`src/rtl/sliding_median_filter_macros.svh`:
```
// Assertion macros for the sliding median filter.
// Each macro expects clk and arst_n to be visible where it is used.
`ifndef SLIDING_MEDIAN_FILTER_MACROS_SVH
`define SLIDING_MEDIAN_FILTER_MACROS_SVH

`ifndef SYNTHESIS
// Check on every clock edge outside reset.
`define SMF_ASSERT(lbl, prop) \
	lbl: assert property (@(posedge clk) disable iff (!arst_n) prop) \
		else $error("sliding_median_filter assertion failed");
// Check on every clock edge, reset included.
`define SMF_ASSERT_ALWAYS(lbl, prop) \
	lbl: assert property (@(posedge clk) prop) \
		else $error("sliding_median_filter assertion failed");
`else
`define SMF_ASSERT(lbl, prop)
`define SMF_ASSERT_ALWAYS(lbl, prop)
`endif

`endif

```
`src/rtl/smf_pkg.sv`:
```
`timescale 1ns / 1ps
`default_nettype none

package smf_pkg;

	localparam int WINDOW_LENGTH_DEF = 3;
	localparam int SAMPLE_WIDTH_DEF  = 16;

	// Status a cell shows to its neighbors.
	typedef struct packed {
		logic valid;     // cell holds a sample
		logic greater;   // held sample is above the incoming one (empty counts as above)
		logic evict_le;  // the evicted sample sits in this cell or below it
	} smf_link_t;

endpackage

`default_nettype wire

```
`src/rtl/smf_cell.sv`:
```
`timescale 1ns / 1ps
`default_nettype none

// One slot of the sorted window. Rebuilds its content from itself and its two
// neighbors: drop the evicted sample, insert the new one in order.
module smf_cell import smf_pkg::*; #(
	parameter int WINDOW_LENGTH = WINDOW_LENGTH_DEF,
	parameter int SAMPLE_WIDTH  = SAMPLE_WIDTH_DEF,
	localparam int AW = $clog2(WINDOW_LENGTH)
) (
	input  wire logic                           clk,
	input  wire logic                           arst_n,
	input  wire logic                           en,
	input  wire logic                           full,
	input  wire logic signed [SAMPLE_WIDTH-1:0] sample,
	input  wire logic signed [SAMPLE_WIDTH-1:0] lo_value,
	input  wire logic        [AW-1:0]           lo_age,
	input  wire smf_link_t                      lo_link,
	input  wire logic signed [SAMPLE_WIDTH-1:0] hi_value,
	input  wire logic        [AW-1:0]           hi_age,
	input  wire smf_link_t                      hi_link,
	output logic signed      [SAMPLE_WIDTH-1:0] value,
	output logic             [AW-1:0]           age,
	output smf_link_t                           link,
	output logic signed      [SAMPLE_WIDTH-1:0] next_value
);

	logic                           valid_q;
	logic signed [SAMPLE_WIDTH-1:0] value_q;
	logic        [AW-1:0]           age_q;

	logic                           evict;
	logic                           kg_own, kv_own, kg_lo, kv_lo;
	logic signed [SAMPLE_WIDTH-1:0] kval_own, kval_lo;
	logic        [AW-1:0]           kage_own, kage_lo;
	logic                           next_valid;
	logic        [AW-1:0]           next_age;

	assign evict         = full && valid_q && (age_q == AW'(WINDOW_LENGTH - 1));
	assign link.valid    = valid_q;
	assign link.greater  = !valid_q || (value_q > sample);
	assign link.evict_le = lo_link.evict_le | evict;
	assign value         = value_q;
	assign age           = age_q;

	// Survivor at this index once the evicted sample is taken out.
	always_comb begin
		if (link.evict_le) begin
			kg_own   = hi_link.greater;
			kv_own   = hi_link.valid;
			kval_own = hi_value;
			kage_own = hi_age;
		end else begin
			kg_own   = link.greater;
			kv_own   = valid_q;
			kval_own = value_q;
			kage_own = age_q;
		end
		if (lo_link.evict_le) begin
			kg_lo   = link.greater;
			kv_lo   = valid_q;
			kval_lo = value_q;
			kage_lo = age_q;
		end else begin
			kg_lo   = lo_link.greater;
			kv_lo   = lo_link.valid;
			kval_lo = lo_value;
			kage_lo = lo_age;
		end
	end

	// Keep the survivor, take the new sample, or shift the lower survivor up.
	always_comb begin
		priority if (!kg_own) begin
			next_value = kval_own;
			next_age   = kage_own + AW'(1);
			next_valid = kv_own;
		end else if (!kg_lo) begin
			next_value = sample;
			next_age   = '0;
			next_valid = 1'b1;
		end else begin
			next_value = kval_lo;
			next_age   = kage_lo + AW'(1);
			next_valid = kv_lo;
		end
	end

	always_ff @(posedge clk or negedge arst_n) begin
		if (!arst_n) begin
			valid_q <= 1'b0;
		end else if (en) begin
			valid_q <= next_valid;
		end
	end

	always_ff @(posedge clk) begin
		if (en) begin
			value_q <= next_value;
			age_q   <= next_age;
		end
	end

endmodule

`default_nettype wire

```
`src/rtl/sliding_median_filter.sv`:
```
`timescale 1ns / 1ps
`default_nettype none

// Sliding-window median filter.
// Input channel: in_valid / in_ready carry one signed word, sample.
// Output channel: out_valid / out_ready carry one word per input word:
// filtered and window_full.
// The first WINDOW_LENGTH words after reset pass straight through with
// window_full low. From then on each word evicts the oldest one and the
// output is the element at index WINDOW_LENGTH/2 of the sorted window (the
// upper middle for an even length), with window_full high.
// A result is registered and shows on out_valid in the cycle after acceptance.
// Throughput: one word per cycle while the output is not stalled; the figure is
// set by the compare, evict and shift through the row of sorted cells, which all update together.
// Stall: a result waits in the output register; a new word is taken in the
// same cycle the waiting result leaves, so in_ready drops only while a result
// is held and out_ready is low.
// Reset (arst_n low): all cells empty, fill count zero, output register
// empty; the window starts filling with the first word after reset.
module sliding_median_filter import smf_pkg::*; #(
	parameter int WINDOW_LENGTH = WINDOW_LENGTH_DEF,
	parameter int SAMPLE_WIDTH  = SAMPLE_WIDTH_DEF
) (
	input  wire logic                           clk,
	input  wire logic                           arst_n,
	input  wire logic                           in_valid,
	output logic                                in_ready,
	input  wire logic signed [SAMPLE_WIDTH-1:0] sample,
	output logic                                out_valid,
	input  wire logic                           out_ready,
	output logic signed      [SAMPLE_WIDTH-1:0] filtered,
	output logic                                window_full
);

`include "sliding_median_filter_macros.svh"

	localparam int AW  = $clog2(WINDOW_LENGTH);
	localparam int CW  = $clog2(WINDOW_LENGTH + 1);
	localparam int MID = WINDOW_LENGTH / 2;

	// Cell row plus one boundary slot at each end: index i+1 is cell i.
	logic signed [SAMPLE_WIDTH-1:0] cell_value [WINDOW_LENGTH+2];
	logic        [AW-1:0]           cell_age   [WINDOW_LENGTH+2];
	smf_link_t                      cell_link  [WINDOW_LENGTH+2];
	logic signed [SAMPLE_WIDTH-1:0] cell_next  [WINDOW_LENGTH];
	logic        [WINDOW_LENGTH-1:0] valid_vec;
	logic        [WINDOW_LENGTH-1:0] oldest_vec;

	logic [CW-1:0]                  count_q;
	logic                           full;
	logic                           accept;
	logic                           out_valid_q;
	logic signed [SAMPLE_WIDTH-1:0] filtered_q;
	logic                           window_full_q;

	assign full     = (count_q == CW'(WINDOW_LENGTH));
	assign in_ready = !out_valid_q || out_ready;
	assign accept   = in_valid && in_ready;

	// Below the row: never above the new word, nothing evicted.
	assign cell_value[0] = '0;
	assign cell_age[0]   = '0;
	assign cell_link[0]  = '{valid: 1'b0, greater: 1'b0, evict_le: 1'b0};
	// Above the row: acts as an empty slot.
	assign cell_value[WINDOW_LENGTH+1] = '0;
	assign cell_age[WINDOW_LENGTH+1]   = '0;
	assign cell_link[WINDOW_LENGTH+1]  = '{valid: 1'b0, greater: 1'b1, evict_le: 1'b0};

	for (genvar i = 0; i < WINDOW_LENGTH; i++) begin : g_cell
		smf_cell #(
			.WINDOW_LENGTH (WINDOW_LENGTH),
			.SAMPLE_WIDTH  (SAMPLE_WIDTH)
		) u_cell (
			.clk        (clk),
			.arst_n     (arst_n),
			.en         (accept),
			.full       (full),
			.sample     (sample),
			.lo_value   (cell_value[i]),
			.lo_age     (cell_age[i]),
			.lo_link    (cell_link[i]),
			.hi_value   (cell_value[i+2]),
			.hi_age     (cell_age[i+2]),
			.hi_link    (cell_link[i+2]),
			.value      (cell_value[i+1]),
			.age        (cell_age[i+1]),
			.link       (cell_link[i+1]),
			.next_value (cell_next[i])
		);
		assign valid_vec[i]  = cell_link[i+1].valid;
		assign oldest_vec[i] = cell_link[i+1].valid
			&& (cell_age[i+1] == AW'(WINDOW_LENGTH - 1));
	end

	// Fill count: advance until the window is full, then hold.
	always_ff @(posedge clk or negedge arst_n) begin
		if (!arst_n) begin
			count_q <= '0;
		end else if (accept && !full) begin
			count_q <= count_q + CW'(1);
		end
	end

	// Output register: load on accept, drop once the receiver takes the word.
	always_ff @(posedge clk or negedge arst_n) begin
		if (!arst_n) begin
			out_valid_q <= 1'b0;
		end else if (accept) begin
			out_valid_q <= 1'b1;
		end else if (out_ready) begin
			out_valid_q <= 1'b0;
		end
	end

	always_ff @(posedge clk) begin
		if (accept) begin
			filtered_q    <= full ? cell_next[MID] : sample;
			window_full_q <= full;
		end
	end

	assign out_valid   = out_valid_q;
	assign filtered    = filtered_q;
	assign window_full = window_full_q;

	// The fill count never runs past the window length.
	`SMF_ASSERT(a_count_range, count_q <= CW'(WINDOW_LENGTH))
	// Occupied cells always match the fill count.
	`SMF_ASSERT(a_valid_count, $countones(valid_vec) == int'(count_q))
	// A full window has exactly one sample ready for eviction.
	`SMF_ASSERT(a_one_oldest, full |-> $onehot(oldest_vec))
	// A new result appears only after a word was taken in.
	`SMF_ASSERT(a_out_from_accept, $rose(out_valid_q) |-> $past(accept))

endmodule

`default_nettype wire
```
`config.mk`:
```
export PLATFORM = sky130hd
export DESIGN_NAME = sliding_median_filter
export DESIGN_NICKNAME = d
export VERILOG_FILES = /design/src/rtl/smf_pkg.sv /design/src/rtl/smf_cell.sv /design/src/rtl/sliding_median_filter.sv
export VERILOG_INCLUDE_DIRS = /design/src /design/src/rtl
export SDC_FILE = /design/constraint.sdc
export NUM_CORES = 1
export LEC_CHECK = 0
export BUFFER_PORTS_ARGS = -buffer_cell sky130_fd_sc_hd__buf_4
export CAP_MARGIN = 25
export CELL_PAD_IN_SITES_DETAIL_PLACEMENT = 1
export CELL_PAD_IN_SITES_GLOBAL_PLACEMENT = 1
export CORE_ASPECT_RATIO = 1.4
export CORE_MARGIN = 2
export CORE_UTILIZATION = 53
export DETAILED_ROUTE_END_ITERATION = 10
export PLACE_DENSITY = 0.84
export SYNTH_ARGS = -nofsm -noshare
export SYNTH_HDL_FRONTEND = slang
export SYNTH_SLANG_ARGS = --single-unit
```
`constraint.sdc`:
```
create_clock -name clk -period 7.13 [get_ports clk]
set_input_delay 0.713 -clock clk [delete_from_list [all_inputs] [get_ports clk]]
set_output_delay 0.713 -clock clk [all_outputs]
set_load 0.005 [all_outputs]
```
# After elaboration in Yosys (flattened, before gate mapping)

Index checks and enable logic that the tools add are counted.

Divide/modulo/power cells: 0
Shift-type cells: 0
Order comparisons: 3
Add/subtract/negate cells: 4
Multipliers: 0
Bitwise operators: 2
Reductions and logical operators: 20
Eq/ne operators: 4
Muxes and demuxes: 29

Operators by type and width:

| kind                                        | number |
|---|---|
| 2-to-1 mux 16 bit                           | 9 |
| > comparator 16 bit                         | 3 |
| 2-to-1 mux 2 bit                            | 7 |
| 2-to-1 mux 1 bit                            | 13 |
| adder 2 x 1 -> 2 bit, second input constant | 4 |
| == test 2 bit, second input constant        | 4 |
| logical AND 1 bit                           | 8 |
| zero test 1 bit                             | 5 |
| logical OR 1 bit                            | 4 |
| nonzero test 2 bit                          | 2 |
| bitwise OR 1 bit                            | 2 |
| AND reduction 2 bit                         | 1 |

Bits of input ports: 20
Memory bits (writable): 0
Register bits: 77
Memory bits (read-only): 0
Memories: 0
Word-level logic and storage cells: 75
Latch bits: 0

# Longest topological paths before layout

Depth in word-level cells: 8
Gate-level depth with buffers: 13

# Modules after synthesis

A second synthesis with hierarchy kept.

Cells, all modules: 719
Area, all modules: 7048.0 sq um

By module, submodules not included:

| module                | times used | cells an instance | sequential area each (sq um) | area an instance (sq um) |
|---|---|---|---|---|
| smf_cell              | 3          | 224               | 565.5                        | 2045.7 |
| sliding_median_filter | 1          | 47                | 585.6                        | 910.9 |

# Least setup slack after synthesis

No wires, ideal clock.

Path type: input port to flip-flop
From: input sample[1]
To: register g_cell[2].u_cell.value_q[0], enable pin
Data required time: 6.742 ns
Path buffers: 1
Slack: 3.654 ns
Arrival: 3.088 ns
Cell stages on the path: 10
Cells stage by stage: inv_1 -> ha_1 -> nor2b_1 -> o211ai_1 -> a2111oi_0 -> nor3_1 -> o311ai_2 -> a311oi_2 -> buf_2 -> nor2_1

Word-level cells in the longest chain between the ends: 5

RTL lines:

| element                              | line                        | source |
|---|---|---|
| from (decl)                          | sliding_median_filter.sv:28 | `input wire logic signed [SAMPLE_WIDTH-1:0] sample,` |
| > comparator 16 bit                  | smf_cell.sv:41              | `assign link.greater = !valid_q \|\| (value_q > sample);` |
| logical OR 1 bit                     | smf_cell.sv:41              |  |
| 2-to-1 mux 1 bit                     | smf_cell.sv:48              | `if (link.evict_le) begin` |
| nonzero test 2 bit (no source line)  | --                          |  |
| AND reduction 2 bit (no source line) | --                          |  |
| to (signal assigned)                 | smf_cell.sv:99              | `value_q <= next_value;` |
| to (decl)                            | smf_cell.sv:29              | `logic signed [SAMPLE_WIDTH-1:0] value_q;` |

Every way passes these cells.
A chain may end at the register's enable or synchronous reset.

==> metrics.csv <==
stage,metric,value,unit
synth,yosysTopAreaCellShare,0.389,
power_and_ir_drop,leakage,2.52,nW
route,ant_nets,0,
clocking,post_cts_buffers,0,
placed_design,portBuffers,38,
layout,multiInputGateArea,0.00293,mm2
synth,synth_seq_cells,77,
timing,slew_headroom,0.365,
route,wl_per_cell,22.7,um
timing,setup_viol,0,
synth,synth_cells,524,
placed_design,gp_congestion,0.845,
setup_path,path_max_fanout,27,
grt,grt_pass1_wl,25900,um
route,drt_iter0_markers,195,
clocking,cts_buffers,9,
setup_path,crit_type,flip-flop to flip-flop,
die,fp.dieArea,0.0112,mm2
synth,synth_fp_nets,593,
timing,tightest_slew,949,ps
power_and_ir_drop,power_density,403,mW/mm2
die,core,0.0100,mm2
timing,tns,0,ps
grt,grt_max_degree,55,
clocking,clock-sinks,77,
grt,grt_pass1_vias,4839,
timing,rsz0062_at_grt,no,
grt,grt_overflow,0,
die,pin_count,39,
grt,grtUsageTotal,0.296,
timing,period_needed,4050,ps
flow_run,drv_cap,0,
placed_design,post-dp-hpwl,10300,um
layout,nFillCells,1123,
clocking,cts_tree,yes,
synth,yosysMostFrequentCell,nand2_1,
clocking,h-tree-depth,3,
die,start_util,0.547,
run_status,outcome,completed,
synth,synthArstFlopShare,0.0779,
clocking,path_clk_slew,60,ps
synth,syn_avg_cell_area,10.4,um2
setup_path,cp-start-kind,flip-flop,
timing,max_freq,247,MHz
placed_design,place_inst,677,
route,routed_wl,15800,um
clocking,clock_latency,350,ps
clocking,hold_buffers,0,
synth,synthTopCellsByCount,"nand2_1, edfxtp_1, ha_1",
clocking,cts_root_buffer,clkbuf_16,
route,num_vias,4392,
route,vias_per_cell,6.34,
setup_path,reg2reg_setup_slack,3080,ps
layout,drive_gt1_frac,0.176,
layout,instances_no_fill,693,
clocking,cts_resized,0,
timing,final.setup_skew,7.24,ps
timing,holdWs,166,ps
die,rows,43,
setup_path,startpoint,count_q[0],
setup_path,arrival,4100,ps
layout,diodes,0,
placed_design,post-place-ws,2910,ps
grt,antenna_found_initial,0,
layout,seqCellArea,0.00228,mm2
die,die_y,124,um
layout,finalNetCount,622,
synth,ys_top_cells_by_area,"edfxtp_1, ha_1, mux2i_1",
synth,yosys.area.top_type,edfxtp_1,
setup_path,rr_startpoint,count_q[0],
layout,areaGrowthSynthToFinish,12.0,%
synth,ys.flop_type,edfxtp_1,
synth,ys_types,58,
timing,slew_violations,0,
synth,synth_area,0.00548,mm2
hold_path,hold_class,input port to async pin,
power_and_ir_drop,peakVddDrop,0.000287,V
timing,fin_ws,3080,ps
timing,hold_viol,0,
route,drcViolationCount,0,
synth,synth-warning-count,0,
setup_path,required,7190,ps
setup_path,cp-end-kind,flip-flop,
die,fp.dieW,89.9,um
timing,finalCritPeriodShare,0.568,
route,firstDrtPassIters,4,
synth,ys_seq_area_frac,0.417,
clocking,cts.path.max_buffers,2,
synth,synth_edf_count,71,
## sequential cells by signal (all words and copies together) (netlist names), named ones only
name / count
g_cell.u_cell.value: 48
filtered: 16
g_cell.u_cell.age: 6
count_q: 2
g_cell.u_cell.valid_q: 2
out_valid: 1
window_full: 1
## per-layer routing
metal  global-route usage  vias to the layer above  wire (um)
met5                    0                        -          0
met4                0.117                        0        504
met3               0.0508                       47        759
met2                0.534                      115       8270
met1                0.348                     2205       6220
li1                     -                     2025          -
## cell type report
cell class / count / area share
Multi-Input combinational cell: 392 / 0.478
Clock inverter: 1 / 0.00490
Tap cell: 135 / 0.0275
Sequential cell: 77 / 0.372
Timing Repair Buffer: 47 / 0.0575
Clock buffer: 15 / 0.0437
Inverter: 26 / 0.0159
## where the power goes
part           internal (mW)  total [mW]  switching, mW  leakage, nW
Clock                  0.291       0.475          0.184        0.144
Sequential             0.703       0.787         0.0842        0.735
Combinational          0.458        1.21          0.751         1.64
Total                   1.45        2.47           1.02         2.52
## metrics by stage
stage	util	instance area (um2)	total power [mW]
floorplan	-	5480	1.67
global placement	0.583	5840	1.92
detailed placement	0.583	5840	1.98
CTS	0.613	6130	2.47
global route	0.613	6130	2.62
finish	0.613	6130	2.47
## layout by cell type (no fill, tap or decap), types with 2 or more instances in the layout
cell       instances
inv_1             24
nor3_1            19
clkbuf_16          9
mux2i_1           48
nor2_1            41
clkbuf_1           4
o21ai_1            2
edfxtp_1          71
nand3_1           20
buf_4             47
a21oi_2            8
a211oi_2          18
xnor2_1            3
nor2b_1            2
o21ai_0            5
a21oi_1           28
dfrtp_1            6
o22ai_1            2
nor4_1             3
a21o_1             4
nand4_1           12
mux2_2             2
nand2_1           73
o221a_1           16
o211ai_1           2
nand2b_1           4
clkbuf_8           2
a211oi_1           2
ha_1              49
## worst paths after layout
check | cells past startpoint | to
max | 10 | g_cell[1].u_cell.value[12]
min | 1 | out_valid
max reg2reg | 10 | g_cell[1].u_cell.value[12]
min reg2reg | 1 | count_q[0]
max in group asynchronous | 1 | g_cell[2].u_cell.valid_q
min in group clk | 1 | count_q[0]
## worst max-delay path, cell delays in order (launching register included)
cell and delay [ps]:
dfrtp_1 370, ha_1 220, nand4b_2 650, nand2_2 360, or4_1 150, a211oi_2 60
o2bb2ai_4 290, nor2b_4 770, buf_4 470, mux2i_1 280, mux2i_1 120
## kinds of logic after synthesis
group,synth area share
buffers and inverters,0.0516
adders and majority gates,0.112
and+or+nand+nor,0.152
muxes,0.0967
xor gates and xnor gates,0.00640
AOI/OAI and AO/OA,0.164
DFF,0.417
No activity file was read; power rests on OpenSTA's default activity.
